**src/design/wmrc_pkg.sv**
```systemverilog
`default_nettype none
// ----------------------------------------------------------------------------
// wmrc_pkg
// Shared types, constants and the pass classifier for the word-match read
// classifier.
// ----------------------------------------------------------------------------
package wmrc_pkg;

    localparam int MAX_WINDOWS = 1024;
    localparam int CNT_W       = $clog2(MAX_WINDOWS + 1);
    localparam int FIELD_W     = 11;
    localparam int AMB_W       = 4;
    localparam int CFG_W       = 11;
    localparam int CFG_IDX_W   = 2;
    localparam int VOTE_W      = 6;
    localparam int CMP_W       = (CNT_W > CFG_W) ? CNT_W : CFG_W;
    localparam int PROD_W      = CMP_W + 3;

    localparam logic [CNT_W-1:0]  CNT_MAX  = CNT_W'(MAX_WINDOWS);
    localparam logic [VOTE_W-1:0] VOTE_MAX = VOTE_W'(63);

    localparam logic [AMB_W-1:0] MAX_AMB_RESET   = AMB_W'(0);
    localparam logic [CFG_W-1:0] MIN_WORDS_RESET = CFG_W'(10);
    localparam logic [CFG_W-1:0] SWITCH_RESET    = CFG_W'(200);

    typedef enum logic [CFG_IDX_W-1:0] {
        REG_MAX_AMBIGUITIES   = 2'd0,
        REG_MIN_WORDS         = 2'd1,
        REG_LONG_WORDS_SWITCH = 2'd2
    } reg_idx_t;

    typedef enum logic [1:0] {
        TAG_FOREIGN   = 2'd0,
        TAG_UNCERTAIN = 2'd1,
        TAG_HUMAN     = 2'd2
    } tag_t;

    typedef struct packed {
        logic             new_read;
        logic             has_window;
        logic [AMB_W-1:0] ambiguity_count;
        logic             found;
        logic             end_of_pass;
    } req_t;

    typedef struct packed {
        logic [1:0]         pass_tag;
        logic [1:0]         read_tag;
        logic [FIELD_W-1:0] word_total;
        logic [FIELD_W-1:0] match_total;
        logic [FIELD_W-1:0] longest_run;
    } rsp_t;

    function automatic tag_t classify(
        input logic [CNT_W-1:0] longest,
        input logic [CNT_W-1:0] hit_count,
        input logic [CNT_W-1:0] words,
        input logic [CFG_W-1:0] min_words,
        input logic [CFG_W-1:0] long_switch
    );
        logic [PROD_W-1:0] w1;
        logic [PROD_W-1:0] w2;
        logic [PROD_W-1:0] w3;
        logic [PROD_W-1:0] w4;
        logic [PROD_W-1:0] m5;
        logic [PROD_W-1:0] l5;
        logic              relaxed;
        tag_t              tag;
        w1 = PROD_W'(words);
        w2 = PROD_W'(w1 << 1);
        w4 = PROD_W'(w1 << 2);
        w3 = w1 + w2;
        m5 = PROD_W'(hit_count) * PROD_W'(5);
        l5 = PROD_W'(longest) * PROD_W'(5);
        relaxed = w1 >= PROD_W'(long_switch);
        if (w1 < PROD_W'(min_words))
        begin
            tag = TAG_UNCERTAIN;
        end
        else if ((m5 < w1) && ((PROD_W'(longest) * PROD_W'(10)) < w1))
        begin
            tag = TAG_FOREIGN;
        end
        else if (relaxed && (m5 >= w3) && (l5 >= w1))
        begin
            tag = TAG_HUMAN;
        end
        else if (!relaxed && (m5 >= w4) && (l5 >= w2))
        begin
            tag = TAG_HUMAN;
        end
        else
        begin
            tag = TAG_UNCERTAIN;
        end
        return tag;
    endfunction

endpackage
`default_nettype wire

```
**src/design/word_match_read_classifier.sv**
```systemverilog
`default_nettype none
// ----------------------------------------------------------------------------
// word_match_read_classifier
// Counts qualifying windows, matches and the longest match run of a pass,
// classifies the pass at its end and keeps saturating per-read votes.
// A request is held in the input register; its result is then registered in
// the result register, and an output stall holds either stage in place.
// Throughput: one request per cycle unless stalled; limited by the pass counter update loop.
// Reset clears all counters, votes and valid flags and restores the
// configuration registers to their defaults.
// ----------------------------------------------------------------------------
module word_match_read_classifier
    import wmrc_pkg::*;
(
    input  wire logic                 clk,
    input  wire logic                 rst_n,
    input  wire logic                 cfg_write,
    input  wire logic [CFG_IDX_W-1:0] cfg_index,
    input  wire logic [CFG_W-1:0]     cfg_data,
    input  wire logic                 in_valid,
    output logic                      in_stall,
    input  wire req_t                 in_req,
    output logic                      out_valid,
    input  wire logic                 out_stall,
    output rsp_t                      out_rsp
);

    logic [AMB_W-1:0]  max_amb_reg;
    logic [CFG_W-1:0]  min_words_reg;
    logic [CFG_W-1:0]  switch_reg;

    logic              s1_valid_reg, s1_valid_next;
    req_t              s1_req_reg, s1_req_next;
    logic              out_valid_reg, out_valid_next;
    rsp_t              out_rsp_reg, out_rsp_next;

    logic [CNT_W-1:0]  word_reg, word_next;
    logic [CNT_W-1:0]  match_reg, match_next;
    logic [CNT_W-1:0]  run_reg, run_next;
    logic [CNT_W-1:0]  best_reg, best_next;
    logic [VOTE_W-1:0] human_reg, human_next;
    logic [VOTE_W-1:0] unc_reg, unc_next;
    logic [VOTE_W-1:0] foreign_reg, foreign_next;

    logic              advance;
    logic              counted;
    logic              hit;
    logic              emit;
    logic [CNT_W-1:0]  w_upd;
    logic [CNT_W-1:0]  m_upd;
    logic [CNT_W-1:0]  r_upd;
    logic [CNT_W-1:0]  b_upd;
    logic [CNT_W-1:0]  b_fin;
    tag_t              pass_tag;
    tag_t              read_tag;
    logic [VOTE_W-1:0] h_base;
    logic [VOTE_W-1:0] u_base;
    logic [VOTE_W-1:0] f_base;

    assign advance   = !out_valid_reg || !out_stall;
    assign in_stall  = s1_valid_reg && !advance;
    assign out_valid = out_valid_reg;
    assign out_rsp   = out_rsp_reg;

    always_comb
    begin
        counted = s1_req_reg.ambiguity_count <= max_amb_reg;
        hit     = counted && s1_req_reg.found;
        w_upd   = (counted && (word_reg < CNT_MAX)) ? word_reg + CNT_W'(1) : word_reg;
        m_upd   = (hit && (match_reg < CNT_MAX)) ? match_reg + CNT_W'(1) : match_reg;
        if (hit)
        begin
            r_upd = (run_reg < CNT_MAX) ? run_reg + CNT_W'(1) : run_reg;
            b_upd = best_reg;
        end
        else
        begin
            r_upd = '0;
            b_upd = (run_reg > best_reg) ? run_reg : best_reg;
        end
        b_fin = (r_upd > b_upd) ? r_upd : b_upd;
        emit  = !s1_req_reg.has_window || s1_req_reg.end_of_pass;
        if (s1_req_reg.has_window)
        begin
            pass_tag = classify(b_fin, m_upd, w_upd, min_words_reg, switch_reg);
        end
        else
        begin
            pass_tag = TAG_UNCERTAIN;
        end
        h_base = s1_req_reg.new_read ? '0 : human_reg;
        u_base = s1_req_reg.new_read ? '0 : unc_reg;
        f_base = s1_req_reg.new_read ? '0 : foreign_reg;
    end

    always_comb
    begin
        s1_valid_next  = s1_valid_reg;
        s1_req_next    = s1_req_reg;
        out_valid_next = out_valid_reg;
        out_rsp_next   = out_rsp_reg;
        word_next      = word_reg;
        match_next     = match_reg;
        run_next       = run_reg;
        best_next      = best_reg;
        human_next     = human_reg;
        unc_next       = unc_reg;
        foreign_next   = foreign_reg;
        read_tag       = TAG_UNCERTAIN;

        if (advance)
        begin
            s1_valid_next  = 1'b0;
            out_valid_next = s1_valid_reg && emit;
        end
        if (in_valid && !in_stall)
        begin
            s1_valid_next = 1'b1;
            s1_req_next   = in_req;
        end

        if (advance && s1_valid_reg)
        begin
            human_next   = h_base;
            unc_next     = u_base;
            foreign_next = f_base;
            if (emit)
            begin
                word_next  = '0;
                match_next = '0;
                run_next   = '0;
                best_next  = '0;
                case (pass_tag)
                    TAG_HUMAN:
                    begin
                        human_next = (h_base < VOTE_MAX) ? h_base + VOTE_W'(1) : h_base;
                    end
                    TAG_FOREIGN:
                    begin
                        foreign_next = (f_base < VOTE_MAX) ? f_base + VOTE_W'(1) : f_base;
                    end
                    default:
                    begin
                        unc_next = (u_base < VOTE_MAX) ? u_base + VOTE_W'(1) : u_base;
                    end
                endcase
                if (human_next != '0)
                begin
                    read_tag = TAG_HUMAN;
                end
                else if ((foreign_next != '0) && (unc_next == '0))
                begin
                    read_tag = TAG_FOREIGN;
                end
                else
                begin
                    read_tag = TAG_UNCERTAIN;
                end
                out_rsp_next.pass_tag = pass_tag;
                out_rsp_next.read_tag = read_tag;
                if (s1_req_reg.has_window)
                begin
                    out_rsp_next.word_total  = FIELD_W'(w_upd);
                    out_rsp_next.match_total = FIELD_W'(m_upd);
                    out_rsp_next.longest_run = FIELD_W'(b_fin);
                end
                else
                begin
                    out_rsp_next.word_total  = '0;
                    out_rsp_next.match_total = '0;
                    out_rsp_next.longest_run = '0;
                end
            end
            else
            begin
                word_next  = w_upd;
                match_next = m_upd;
                run_next   = r_upd;
                best_next  = b_upd;
            end
        end
    end

    always_ff @(posedge clk or negedge rst_n)
    begin
        if (!rst_n)
        begin
            max_amb_reg   <= MAX_AMB_RESET;
            min_words_reg <= MIN_WORDS_RESET;
            switch_reg    <= SWITCH_RESET;
        end
        else if (cfg_write)
        begin
            case (cfg_index)
                REG_MAX_AMBIGUITIES:   max_amb_reg   <= cfg_data[AMB_W-1:0];
                REG_MIN_WORDS:         min_words_reg <= cfg_data;
                REG_LONG_WORDS_SWITCH: switch_reg    <= cfg_data;
                default:
                begin
                end
            endcase
        end
    end

    always_ff @(posedge clk or negedge rst_n)
    begin
        if (!rst_n)
        begin
            s1_valid_reg  <= 1'b0;
            out_valid_reg <= 1'b0;
            word_reg      <= '0;
            match_reg     <= '0;
            run_reg       <= '0;
            best_reg      <= '0;
            human_reg     <= '0;
            unc_reg       <= '0;
            foreign_reg   <= '0;
        end
        else
        begin
            s1_valid_reg  <= s1_valid_next;
            out_valid_reg <= out_valid_next;
            word_reg      <= word_next;
            match_reg     <= match_next;
            run_reg       <= run_next;
            best_reg      <= best_next;
            human_reg     <= human_next;
            unc_reg       <= unc_next;
            foreign_reg   <= foreign_next;
        end
    end

    always_ff @(posedge clk)
    begin
        s1_req_reg  <= s1_req_next;
        out_rsp_reg <= out_rsp_next;
    end

endmodule
`default_nettype wire
```
**config.mk**
```make
export PLATFORM = sky130hd
export DESIGN_NAME = word_match_read_classifier
export DESIGN_NICKNAME = d
export VERILOG_FILES = /design/src/design/wmrc_pkg.sv /design/src/design/word_match_read_classifier.sv
export SDC_FILE = /design/constraint.sdc
export NUM_CORES = 1
export LEC_CHECK = 0
export BUFFER_PORTS_ARGS = -buffer_cell sky130_fd_sc_hd__buf_2
export CORE_MARGIN = 2
export CORE_UTILIZATION = 45
export CTS_CLUSTER_DIAMETER = 40
export CTS_CLUSTER_SIZE = 25
export DETAILED_ROUTE_END_ITERATION = 6
export GPL_ROUTABILITY_DRIVEN = 1
export GPL_TIMING_DRIVEN = 0
export PLACE_DENSITY_LB_ADDON = 0.2
export SLEW_MARGIN = 20
export SYNTH_ARGS = -nofsm -noshare
export SYNTH_HDL_FRONTEND = slang
export SYNTH_SLANG_ARGS = --single-unit
```
**constraint.sdc**
```tcl
create_clock -name clk -period 9.3 [get_ports clk]
set_clock_uncertainty 0.2 [all_clocks]
set_input_delay 1.395 -clock clk [delete_from_list [all_inputs] [get_ports clk]]
set_output_delay 1.395 -clock clk [all_outputs]
set_load 0.02 [all_outputs]
```
After elaboration in Yosys (flattened, before gate mapping)
Index checks and enable logic that the tools add are counted.
{"block": "classes", "reduce_logical": 32, "n_mux": 37, "add_sub_neg": 7, "order_cmp": 17, "n_eq_ne": 3, "multipliers": 3}
{"cell": "11-bit 2-to-1 mux", "count": 11}
{"cell": "6-bit 2-to-1 mux", "count": 18}
{"cell": "11-bit by 1-bit adder with 11-bit output, second input constant", "count": 3}
{"cell": "11-bit < comparator, second input constant", "count": 3}
{"cell": "14-bit by 13-bit >= comparator with 1-bit output", "count": 2}
{"cell": "14-bit by 11-bit < comparator with 1-bit output", "count": 2}
{"cell": "11-bit by 3-bit multiplier with 14-bit output, second input constant", "count": 2}
{"cell": "11-bit > comparator", "count": 2}
{"cell": "6-bit by 1-bit adder with 6-bit output, second input constant", "count": 3}
{"cell": "6-bit < comparator, second input constant", "count": 3}
{"cell": "14-bit by 11-bit >= comparator with 1-bit output", "count": 1}
{"cell": "14-bit by 12-bit >= comparator with 1-bit output", "count": 1}
{"cell": "11-bit by 12-bit adder with 13-bit output", "count": 1}
{"cell": "1-bit logical AND", "count": 13}
{"cell": "11-bit by 3-bit multiplier with 13-bit output, second input constant", "count": 1}
{"cell": "6-bit nonzero test", "count": 2}
{"cell": "11-bit >= comparator", "count": 1}
{"cell": "11-bit < comparator", "count": 1}
{"cell": "2-bit 2-to-1 mux", "count": 5}
{"cell": "2-bit AND reduction", "count": 4}
{"cell": "1-bit logical NOT", "count": 6}
{"cell": "6-bit logical NOT", "count": 1}
{"cell": "2-bit == test, second input constant", "count": 2}
{"cell": "4-bit <= comparator", "count": 1}
{"cell": "6 further kinds", "count": 10}
{"block": "word_totals", "word_cells": 121, "reg_bits": 135}

Logic depth before layout (Yosys ltp)
Gate-level depths: netlist of the first run.
{"block": "logic_depth", "depth_word": 21, "depth_mapped": 39}

Worst setup path after synthesis of the first run
No wires, ideal clock.
{"block": "synth_path", "kind": "register to register", "from": "register run_reg[6]", "to": "register out_rsp_reg, in the netlist out_rsp[33] (data pin)", "setup_slack_ps": 1274, "n_path_buf": 3, "arrival_time_ps": 7696, "period_less_slack_ps": 8026, "path_stages_with_launch": 37, "t_required_ps": 8970, "cell_sequence": "dfrtp_1 > ha_1 > a21oi_1 > o21ai_1 > a2111o_1 > and3_1 > buf_6 > clkbuf_1 > a21oi_1 > ha_1 > a21o_1 > a21o_1 > a21oi_1 > o21a_1 > or2_2 > buf_2 > mux2i_1 > ha_1 > ha_1 > inv_1 > fa_1 > nor2b_1 > o2111ai_1 > nand3b_1 > xor2_1 > ha_1 > nand2_1 > nand3_1 > a211oi_1 > o31ai_1 > a2111o_1 > or4_4 > nor4_1 > mux2i_1 > nand3_1 > nor4_1 > o21ba_1"}
{"block": "synth_via", "elab_chain_cells": 21}
{"item": "start: declaration", "line_no": "word_match_read_classifier.sv:39", "rtl": "logic [CNT_W-1:0] run_reg, run_next;"}
{"item": "start signal: assignment", "line_no": "word_match_read_classifier.sv:225", "rtl": "run_reg <= run_next;"}
{"item": "11-bit by 1-bit adder with 11-bit output (tied with other cells)", "line_no": "word_match_read_classifier.sv:73", "rtl": "r_upd = (run_reg < CNT_MAX) ? run_reg + CNT_W'(1) : run_reg;"}
{"item": "11-bit 2-to-1 mux (on tied branches)", "line_no": "word_match_read_classifier.sv:73, word_match_read_classifier.sv:79"}
{"item": "11-bit 2-to-1 mux", "line_no": "word_match_read_classifier.sv:71", "rtl": "if (hit)"}
{"item": "11-bit > comparator", "line_no": "word_match_read_classifier.sv:81", "rtl": "b_fin = (r_upd > b_upd) ? r_upd : b_upd;"}
{"item": "11-bit 2-to-1 mux (*)", "line_no": "word_match_read_classifier.sv:81"}
{"item": "via b_fin[1]", "line_no": "word_match_read_classifier.sv:53", "rtl": "logic [CNT_W-1:0] b_fin;"}
{"item": "11-bit by 3-bit multiplier with 14-bit output", "line_no": "wmrc_pkg.sv:74", "rtl": "l5 = PROD_W'(longest) * PROD_W'(5);"}
{"item": "14-bit by 12-bit >= comparator with 1-bit output", "line_no": "wmrc_pkg.sv:88", "rtl": "else if (!relaxed && (m5 >= w4) && (l5 >= w2))"}
{"item": "[... 6 more ...]"}
{"item": "2-bit == test / 2-bit logical NOT (equally long branches)", "line_no": "word_match_read_classifier.sv:133", "rtl": "case (pass_tag)"}
{"item": "2-bit OR reduction (no source line)"}
{"item": "6-bit 2-to-1 mux", "line_no": "word_match_read_classifier.sv:133"}
{"item": "6-bit 2-to-1 mux", "line_no": "word_match_read_classifier.sv:127", "rtl": "if (emit)"}
{"item": "6-bit 2-to-1 mux", "line_no": "word_match_read_classifier.sv:122", "rtl": "if (advance && s1_valid_reg)"}
{"item": "6-bit logical NOT", "line_no": "word_match_read_classifier.sv:151", "rtl": "else if ((foreign_next != '0) && (unc_next == '0))"}
{"item": "1-bit logical AND", "line_no": "word_match_read_classifier.sv:151"}
{"item": "1-bit 2-to-1 mux", "line_no": "word_match_read_classifier.sv:151"}
{"item": "end signal: assignment", "line_no": "word_match_read_classifier.sv:236", "rtl": "out_rsp_reg <= out_rsp_next;"}
{"item": "end: declaration", "line_no": "word_match_read_classifier.sv:35", "rtl": "rsp_t out_rsp_reg, out_rsp_next;"}
Mark *: on every way through the listed nets, which the timed path passes. The rest lies on a longest branch. The select of a mux whose other input is x is not followed.
A chain may end at the register's enable or synchronous reset.

Worst setup path in the final report of the first run
Same ends and word-level chain as after synthesis.

==> out/metrics.yaml, run 1 <==
status: "finished, final reports clean"
drive_gt1_share_pct: 13.79
leakage_nw: 5.907
report.final.setup_viol: 0
synthArstFlopShare_pct: 66.67
fmax_mhz: 113.5
drv_slew: 0
synth_fp_nets: 1356
hold_violations: 0
cts_root_buf: "clkbuf_16"
yosys.cell_types.count: 70
final_core_util_pct: 52.38
start_kind: "register"
io_pins: 65
setup_ws_ns: 0.4869
maxCapViolCount: 0
rows: 56
ys_warn_count: 0
antenna_found_initial: 0
power_mw: 1.879
ir_worst_vdd_v: 0.0001006
vias: 8841
critPathKind: "register to register"
clock_latency_ns: 0.43
synth_top_cell_by_area: "dfrtp_1"
cp_slowest_stage_delay_ns: 0.49
largest_reg_flops: 37
stdcell_count: 1581
fp.dieW_um: 158.4
synth_most_common_cell: "ha_1"
path_common_cell: "ha_1"
place_area_mm2: 0.01149
synth_area_leaders: "dfrtp_1 (20%), ha_1 (19%), edfxtp_1 (13%)"
grt_pass1_vias: 8592
core_area_mm2: 0.02340
nets: 1445
gp_congestion: 0.9073
avgSynthCellArea_um2: 9.243
period_share_pct: 94.76
die_area_mm2: 0.02508
drt_wl_total_um: 27460
timing.hold.ws_ns: 0.2898
grt-ovfl-total: 0
clkSinkCount: 135
wl_per_cell_um: 17.37
yosys_register_bits: 135
fin_setup_tns_ns: 0
cp-end-kind: "register"
start_util_pct: 45.81
synth_common_cells: "ha_1 (167), nand2_1 (100), inv_1 (93)"
path_clk_slew_ns: 0.06
die_y_um: 158.4
cts_made_buffers: 17
synth_edf_count: 45
syn_inst: 1160
area_growth_pct: 14.34
first_pass_iters: 5
synth_area_mm2: 0.01072
numPortBuffers: 64
grt_first_pass_wirelength_um: 44440
cp_max_fo: 10
p_per_area_mw_per_mm2: 153.3
diodes: 0
htree_levels: 4
placed_cells: 1545
min_period_ns: 8.813
cts_buffer_depth: 2
drtAntennaViolNets: 0
slowest_stage: "or4_4"
grtUsageTotal_pct: 22.88
tightest_slew_ns: 1.060
drc: 0
synth_top_area_share_pct: 19.84
design_area_mm2: 0.01226
dr.first_iter.drc_count: 490
grt_max_degree: 61
place_ws_ns: -0.6085
seq_area_frac_synth_pct: 33.67
arrival_ns: 8.92
synth-main-ff-cell: "dfrtp_1"
slew_headroom_pct: 27.34
cts_tree: "yes"
min_path_type: "register to register"
dp_hpwl_um: 20720
crit_required_ns: 9.41
routed_via_density: 5.592
## critical path: cells and delay by family, from the launching register on
kind	cells	cell delay, ns
flip-flops	1	0.46
XOR/XNOR	1	0.22
AND/OR/NAND/NOR	14	2.88
AO/OA/AOI/OAI	13	2.73
adder cells (fa/ha/maj)	6	1.75
buffers and inverters	3	0.42
## worst paths after layout
check | startpoint | endpoint | slack, ns | depth (start not counted)
worst min register to register | foreign_reg[1] | foreign_reg[1] | 0.29 | 2
worst max register to register | run_reg[6] | out_rsp[33] | 0.49 | 37
worst min-delay path | foreign_reg[1] | foreign_reg[1] | 0.29 | 2
max in group asynchronous | rst_n | run_reg[6] | 7.61 | 2
min in group asynchronous | rst_n | switch_reg[2] | 0.63 | 1
worst max-delay path | run_reg[6] | out_rsp[33] | 0.49 | 37
## logic make-up (layout without fill, tap and decap cells)
group | count (synthesis) | after routing | synth area share, %
AO/OA/AOI/OAI | 275 | 275 | 16.52
XOR/XNOR | 51 | 51 | 4.166
AND/OR/NAND/NOR | 367 | 367 | 17.05
adder cells (fa/ha/maj) | 170 | 170 | 20.05
flip-flops | 135 | 135 | 33.67
multiplexers | 40 | 40 | 4.166
buffers and inverters | 122 | 224 | 4.376
## metal layers
layer	wire length [µm]	share of wire, %	global-route usage, %	vias to the layer above
li1	-	-	-	4389
met1	12960	47	31.12	4202
met2	12810	47	37.91	219
met3	1269	4.6	3.566	31
met4	421	1.5	6.349	0
met5	0	0	0	-
## power by group
part	leakage, nW	switching, mW	internal, mW
Sequential	1.62	0.0329	0.670
Clock	0.290	0.275	0.402
Combinational	4.00	0.308	0.190
Total	5.91	0.616	1.26
## layout make-up
| cell class | count | area (µm²) |
|---|---|---|
| Inverter | 93 | 349.1 |
| Buffer | 28 | 118.9 |
| Fill cell | 2223 | 11140 |
| Multi-Input combinational cell | 903 | 6777 |
| Sequential cell | 135 | 3611 |
| Timing Repair Buffer | 71 | 411.6 |
| Clock inverter | 9 | 61.31 |
| Tap cell | 319 | 399.1 |
| Clock buffer | 23 | 531.8 |
## cells in the final DEF (no fill, tap or decap), drive strengths merged, types with 7 or more instances in the layout
cell    count
and3       10
nor3       20
nor2b      40
o21ai      75
clkbuf     48
dfrtp      85
inv        93
nand2     100
and2       15
nor2       76
clkinv      7
o21a       14
nand2b     14
mux2i      16
o22ai      12
a211oi     20
a21oi      71
buf        74
xor2       18
xnor2      33
nand3      42
nand4      15
mux2       24
nor4        8
edfxtp     45
a21o       22
ha        167
## what timing repair did
action	CTS	global route
buffers inserted	1	4
pin swaps	1	3
hold buffers	0	0
gates resized for setup	7	26
setup endpoints to repair	20	17
No activity file was read; power rests on OpenSTA's default activity.
==> run 2: changes to the inputs <==
--- a/config.mk
+++ b/config.mk
@@ -12,7 +12,6 @@
 export CTS_CLUSTER_SIZE = 25
 export DETAILED_ROUTE_END_ITERATION = 6
 export GPL_ROUTABILITY_DRIVEN = 1
-export GPL_TIMING_DRIVEN = 0
 export PLACE_DENSITY_LB_ADDON = 0.2
 export SLEW_MARGIN = 20
 export SYNTH_ARGS = -nofsm -noshare
==> run 2 against run 1 <==
Net effect:
- die area stayed put
- utilization is 0.58 points lower
- global-route usage is 0.17 points higher
- routed wire length is 1.4% lower
- critical path type unchanged
==> out/metrics.yaml, run 2 (same netlist as run 1, synthesis figures left out) <==
status: "finished, final reports clean"
drtAntennaViolNets: 0  # unchanged
gp_congestion: 0.9435  # +4.0%
fp.dieW_um: 158.4  # unchanged
numPortBuffers: 64  # unchanged
grt-ovfl-total: 0  # unchanged
final_cell_mix: "ha_1 (167), nand2_1 (100), inv_1 (92), dfrtp_1 (85), nor2_1 (75)"
met2_length_um: 12390  # -3.3%
wl_met1_um: 13300  # +2.7%
final_core_util_pct: 51.80  # -0.58 points
hold_violations: 0  # unchanged
multi_input_area_mm2: 0.006689  # -1.3%
die_area_mm2: 0.02508  # unchanged
start_kind: "register"
arrival_ns: 8.64  # -0.28 ns
cts_buffer_depth: 2  # unchanged
pwr-share-comb_pct: 25.9  # -0.6 points
drt_wl_total_um: 27080  # -1.4%
area_growth_pct: 13.07
cts_tree: "yes"
p_per_area_mw_per_mm2: 154.6  # +0.89%
ff_latch_area_mm2: 0.003610  # about the same
rows: 56  # unchanged
grt_max_degree: 55  # -9.8%
num-fill-cells: 2202  # -0.94%
grt_first_pass_wirelength_um: 45050  # +1.4%
fin_setup_tns_ns: 0  # unchanged
grtUsageTotal_pct: 23.05  # +0.17 points
switching_share_pct: 32.77  # about the same
cp_slowest_stage_delay_ns: 0.54  # +0.05 ns
io_pins: 65  # unchanged
wl_per_cell_um: 17.27  # -0.57%
fmax_mhz: 115.6  # +1.9%
intPower_mw: 1.260  # -0.21%
place_area_mm2: 0.01148  # -0.12%
stdcell_count: 1568  # -0.82%
min_period_ns: 8.652  # -0.1611 ns
wl_met3_um: 940  # -26%
placed_cells: 1535  # -0.65%
min_path_type: "register to register"
routed_via_density: 5.605  # +0.22%
place_ws_ns: 0.3081  # +0.9166 ns
cts_hold_buf: 0  # unchanged
cp_max_fo: 19  # +9
nets: 1432  # -0.90%
first_pass_iters: 5  # unchanged
vias: 8788  # -0.60%
slew_headroom_pct: 23.16  # -4.2 points
cts_made_buffers: 17  # unchanged
crit_required_ns: 9.29  # -0.12 ns
cp-end-kind: "register"
ir_worst_vdd_v: 0.0001233  # +23%
highest_layer: "met4"
setup_ws_ns: 0.6480  # +0.1611 ns
final_common_cell: "ha_1"
drive_gt1_share_pct: 13.85  # +0.063 points
slowest_stage: "a211oi_4"
clock_power_share_pct: 36.5  # +0.5 points
dp_hpwl_um: 20300  # -2.0%
die_y_um: 158.4  # unchanged
grt_pass1_vias: 8723  # +1.5%
design_area_mm2: 0.01212  # -1.1%
clkSinkCount: 135  # unchanged
core_area_mm2: 0.02340  # unchanged
drv_slew: 0  # unchanged
largest_reg_flops: 37  # unchanged
power_frac_seq_pct: 37.6  # +0.2 points
clock_latency_ns: 0.43  # about the same
critPathKind: "register to register"
power.net_switching_uw: 614.4  # -0.28%
diodes: 0  # unchanged
timing.hold.ws_ns: 0.2773  # -0.01257 ns
path_common_cell: "ha_1"
period_share_pct: 93.03  # -1.7 points
report.final.setup_viol: 0  # unchanged
start_util_pct: 45.81  # unchanged
tightest_slew_ns: 1.148  # +0.08873 ns
cts_root_buf: "clkbuf_16"
maxCapViolCount: 0  # unchanged
power_mw: 1.875  # -0.23%
htree_levels: 4  # unchanged
antenna_found_initial: 0  # unchanged
dr.first_iter.drc_count: 603  # +23%
path_clk_slew_ns: 0.06  # about the same
drc: 0  # unchanged
leakage_nw: 5.891  # -0.27%
-- run 2: cell count changes in the layout (fill, tap and decap cells not counted), sizes merged --
cell,delta
inv,+3
bufinv,+2
clkinv,-2
buf,+12
clkinvlp,+2
clkbuf,-30
-- run 2: critical path: cells and delay by family, from the launching register on --
family                   cells  cell delay [ns]
buffers and inverters        4             0.61
multiplexers                 1             0.16
XOR/XNOR                     1             0.23
adder cells (fa/ha/maj)      6             1.89
AND/OR/NAND/NOR              9             1.41
flip-flops                   1             0.46
AO/OA/AOI/OAI               15             3.40
-- run 2: layout make-up --
| cell class | count | share of cell area [%] |
|---|---|---|
| Clock buffer | 18 | 3.623 |
| Clock inverter | 14 | 1.228 |
| Inverter | 93 | 2.880 |
| Multi-Input combinational cell | 903 | 55.18 |
| Sequential cell | 135 | 29.78 |
| Tap cell | 319 | 3.292 |
| Timing Repair Buffer | 86 | 4.025 |
-- run 2: final timing paths --
| check | from | end | slack (ns) | depth (start not counted) |
|---|---|---|---|---|
| max reg2reg | run_reg[4] | out_rsp[33] | 0.65 | 36 |
| max | run_reg[4] | out_rsp[33] | 0.65 | 36 |
| min | foreign_reg[1] | foreign_reg[1] | 0.28 | 2 |
| min in group asynchronous | rst_n | min_words_reg[5] | 0.74 | 1 |
| max in group asynchronous | rst_n | unc_reg[1] | 7.01 | 2 |
| min reg2reg | foreign_reg[1] | foreign_reg[1] | 0.28 | 2 |
-- run 2: timing repair --
action | CTS | global route
resized for setup | 0 | 9
buffers inserted | 0 | 1
setup endpoints to repair | 0 | 19
-- run 2: per-layer routing --
layer	global-route usage (%)	vias up
met4	6.993	0
met2	37.08	209
met1	32.41	4179
li1	-	4364
met3	3.048	36
met5	0	-
-- run 2: power groups by stage --
stage          Sequential, mW  Clock [mW]  Combinational (mW)
4_1_cts                 0.705       0.696               0.479
5_1_grt                 0.712       0.719               0.542
6_report                0.705       0.684               0.486
3_3_place_gp            0.714           0               0.470
2_1_floorplan           0.725           0               0.312
3_5_place_dp            0.716           0               0.477
==> run 3: changes to the inputs <==
--- a/config.mk
+++ b/config.mk
@@ -5,6 +5,7 @@
 export SDC_FILE = /design/constraint.sdc
 export NUM_CORES = 1
 export LEC_CHECK = 0
+export ABC_AREA = 1
 export BUFFER_PORTS_ARGS = -buffer_cell sky130_fd_sc_hd__buf_2
 export CORE_MARGIN = 2
 export CORE_UTILIZATION = 45
@@ -12,6 +13,7 @@
 export CTS_CLUSTER_SIZE = 25
 export DETAILED_ROUTE_END_ITERATION = 6
 export GPL_ROUTABILITY_DRIVEN = 1
+export HOLD_SLACK_MARGIN = 0.05
 export PLACE_DENSITY_LB_ADDON = 0.2
 export SLEW_MARGIN = 20
 export SYNTH_ARGS = -nofsm -noshare
==> run 3 against run 2 <==
Net effect:
- critical path type unchanged
- worst hold slack improved by 0.0092 ns
- highest routed layer unchanged
- via count increased by 5.5%
- clock power rose by 2%
- synthesized cell count grew 20%
==> out/metrics.yaml, run 3 <==
cts_resized: 0  # unchanged
grt-ovfl-total: 0  # unchanged
drc: 0  # unchanged
start_util_pct: 45.60  # -0.21 points
nets: 1664  # +16%
final_common_cell: "nand2_1"
fp.dieW_um: 160.5  # +1.4%
tightest_slew_ns: 1.058  # -0.09043 ns
rr_startpoint: "run_reg[10]"
antenna_found_initial: 0  # unchanged
hold_violations: 0  # unchanged
design_area_mm2: 0.01235  # +1.8%
wl_per_cell_um: 14.58  # -16%
start_kind: "register"
cp-end-kind: "register"
leakage_nw: 6.419  # +9.0%
synth_area_leaders: "dfrtp_1 (19%), ha_1 (19%), edfxtp_1 (12%)"
htree_levels: 4  # unchanged
multi_input_area_mm2: 0.006385  # -4.5%
die_area_mm2: 0.02577  # +2.8%
area_growth_pct: 11.97
r2r_end: "out_rsp[33]"
vias: 9267  # +5.5%
first_pass_iters: 5  # unchanged
hold_start: "switch_reg[10]"
synth_common_cells: "nand2_1 (267), inv_1 (239), ha_1 (167)"
cts_buffer_depth: 2  # unchanged
timing.hold.ws_ns: 0.2865  # +0.009227 ns
io_pins: 65  # unchanged
dr.first_iter.drc_count: 598  # -0.83%
place_area_mm2: 0.01175  # +2.3%
seq_area_frac_synth_pct: 32.74  # -0.93 points
fin_setup_tns_ns: 0  # unchanged
core_area_mm2: 0.02418  # +3.3%
cp_slowest_stage_delay_ns: 0.64  # +0.10 ns
cts_setup_buffers: 0  # unchanged
grt_first_pass_wirelength_um: 44090  # -2.1%
yosys.cell_types.count: 57  # -19%
rows: 57  # +1.8%
cts_hold_buf: 0  # unchanged
drv_slew: 0  # unchanged
reg2reg_depth: 41  # +14%
slew_headroom_pct: 28.73  # +5.6 points
cts_made_buffers: 17  # unchanged
routed_via_density: 5.134  # -8.4%
path_common_cell: "nand2_1"
grt_max_degree: 72  # +31%
min_period_ns: 7.944  # -0.7083 ns
synth_fp_nets: 1592  # +17%
report.final.setup_viol: 0  # unchanged
avgSynthCellArea_um2: 7.898  # -15%
place_ws_ns: 1.453  # +1.145 ns
crit_required_ns: 9.28  # about the same
path_depth: 41  # +14%
path_clk_slew_ns: 0.07  # about the same
grtUsageTotal_pct: 21.14  # -1.9 points
maxCapViolCount: 0  # unchanged
cp_max_fo: 19  # unchanged
slowest_stage: "o21ai_0"
min_path_type: "register to register"
synth_area_mm2: 0.01103  # +2.8%
crit_end: "out_rsp[33]"
cts_root_buf: "clkbuf_16"
largest_reg_flops: 37  # unchanged
crit_family: "compound AO/OA/AOI/OAI gates"
yosys_register_bits: 135  # unchanged
num-fill-cells: 2337  # +6.1%
p_per_area_mw_per_mm2: 353.0  # +130%
die_y_um: 160.5  # +1.4%
setup_ws_ns: 1.356  # +0.7083 ns
synth_edf_count: 45  # unchanged
dp_hpwl_um: 19990  # -1.5%
final_cell_mix: "nand2_1 (267), inv_1 (239), ha_1 (167), nor2_1 (108), o21ai_0 (88)"
diodes: 0  # unchanged
power_mw: 4.358  # +130%
critPathBufInv: 5  # +1
r2r_setup_slack_ns: 1.36  # +0.71 ns
clock_latency_ns: 0.42  # about the same
cts_tree: "yes"
drt_wl_total_um: 26310  # -2.8%
synth-main-ff-cell: "dfrtp_1"
ir_worst_vdd_v: 0.0002679  # +120%
synthArstFlopShare_pct: 66.67  # unchanged
numPortBuffers: 64  # unchanged
grt_pass1_vias: 8852  # +1.5%
ff_latch_area_mm2: 0.003610  # unchanged
synth_most_common_cell: "nand2_1"
clkSinkCount: 135  # unchanged
arrival_ns: 7.93  # -0.71 ns
syn_inst: 1396  # +20%
rsz0062_at_grt: "no"
critPathKind: "register to register"
status: "finished, final reports clean"
drtAntennaViolNets: 0  # unchanged
drive_gt1_share_pct: 11.61  # -2.2 points
fmax_mhz: 125.9  # +8.9%
period_share_pct: 85.42  # -7.6 points
synth_top_cell_by_area: "dfrtp_1"
crit_start: "run_reg[10]"
ys_warn_count: 0  # unchanged
gp_congestion: 0.8653  # -8.3%
synth_top_area_share_pct: 19.29  # -0.55 points
run 3: per-stage QoR:
| step | util (%) | std cells |
|---|---|---|
| after floorplan | - | 1396 |
| after CTS | 51.05 | 1805 |
| after detailed placement | 48.60 | 1773 |
| final | 51.06 | 1805 |
| after global placement | 48.60 | 1773 |
| after global routing | 51.06 | 1805 |
run 3: cell type report:
type	count	share of cell area (%)
Inverter	247	7.530
Sequential cell	135	29.24
Tap cell	324	3.284
Multi-Input combinational cell	990	51.72
Timing Repair Buffer	77	3.436
Clock buffer	17	3.446
Clock inverter	15	1.348
run 3: worst min-delay path by stage:
stage	to	slack [ns]	cells after the start
global placement	switch_reg[10]	0.27	2
CTS	switch_reg[10]	0.29	2
global route	min_words_reg[1]	0.31	2
finish	switch_reg[10]	0.29	2
floorplan	max_amb_reg[1]	0.25	2
detailed placement	switch_reg[10]	0.27	2
run 3: worst reg2reg max path, delay by kind of cell (launching register included):
| kind | cells | cell delay, ns |
|---|---|---|
| AO/OA/AOI/OAI | 9 | 2.25 |
| AND/OR/NAND/NOR | 20 | 2.24 |
| buffers and inverters | 5 | 0.52 |
| XOR/XNOR | 1 | 0.16 |
| flip-flops | 1 | 0.49 |
| adder cells (fa/ha/maj) | 6 | 1.85 |
run 3: cells by family after synthesis:
logic type	after synthesis	share of synthesized area [%]
flip-flops	135	32.74
adder cells (fa/ha/maj)	170	19.50
AO/OA/AOI/OAI	238	12.48
multiplexers	1	0.1021
AND/OR/NAND/NOR	535	22.11
buffers and inverters	271	9.419
XOR/XNOR	46	3.654
run 3: power by group:
| group | leakage (nW) | switching [mW] | internal [mW] | total (mW) |
|---|---|---|---|---|
| clock network | 0.277 | 0.298 | 0.401 | 0.699 |
| registers | 1.63 | 0.0245 | 0.690 | 0.715 |
| logic | 4.51 | 1.85 | 1.09 | 2.94 |
run 3: layer usage:
layer / vias to the layer above / GRT usage [%] / share of wire [%]
met1: 4285 / 28.42 / 47
met5: - / 0 / 0
met4: 0 / 5.528 / 1.6
li1: 4796 / - / -
met2: 159 / 35.72 / 48
met3: 27 / 3.177 / 3.3
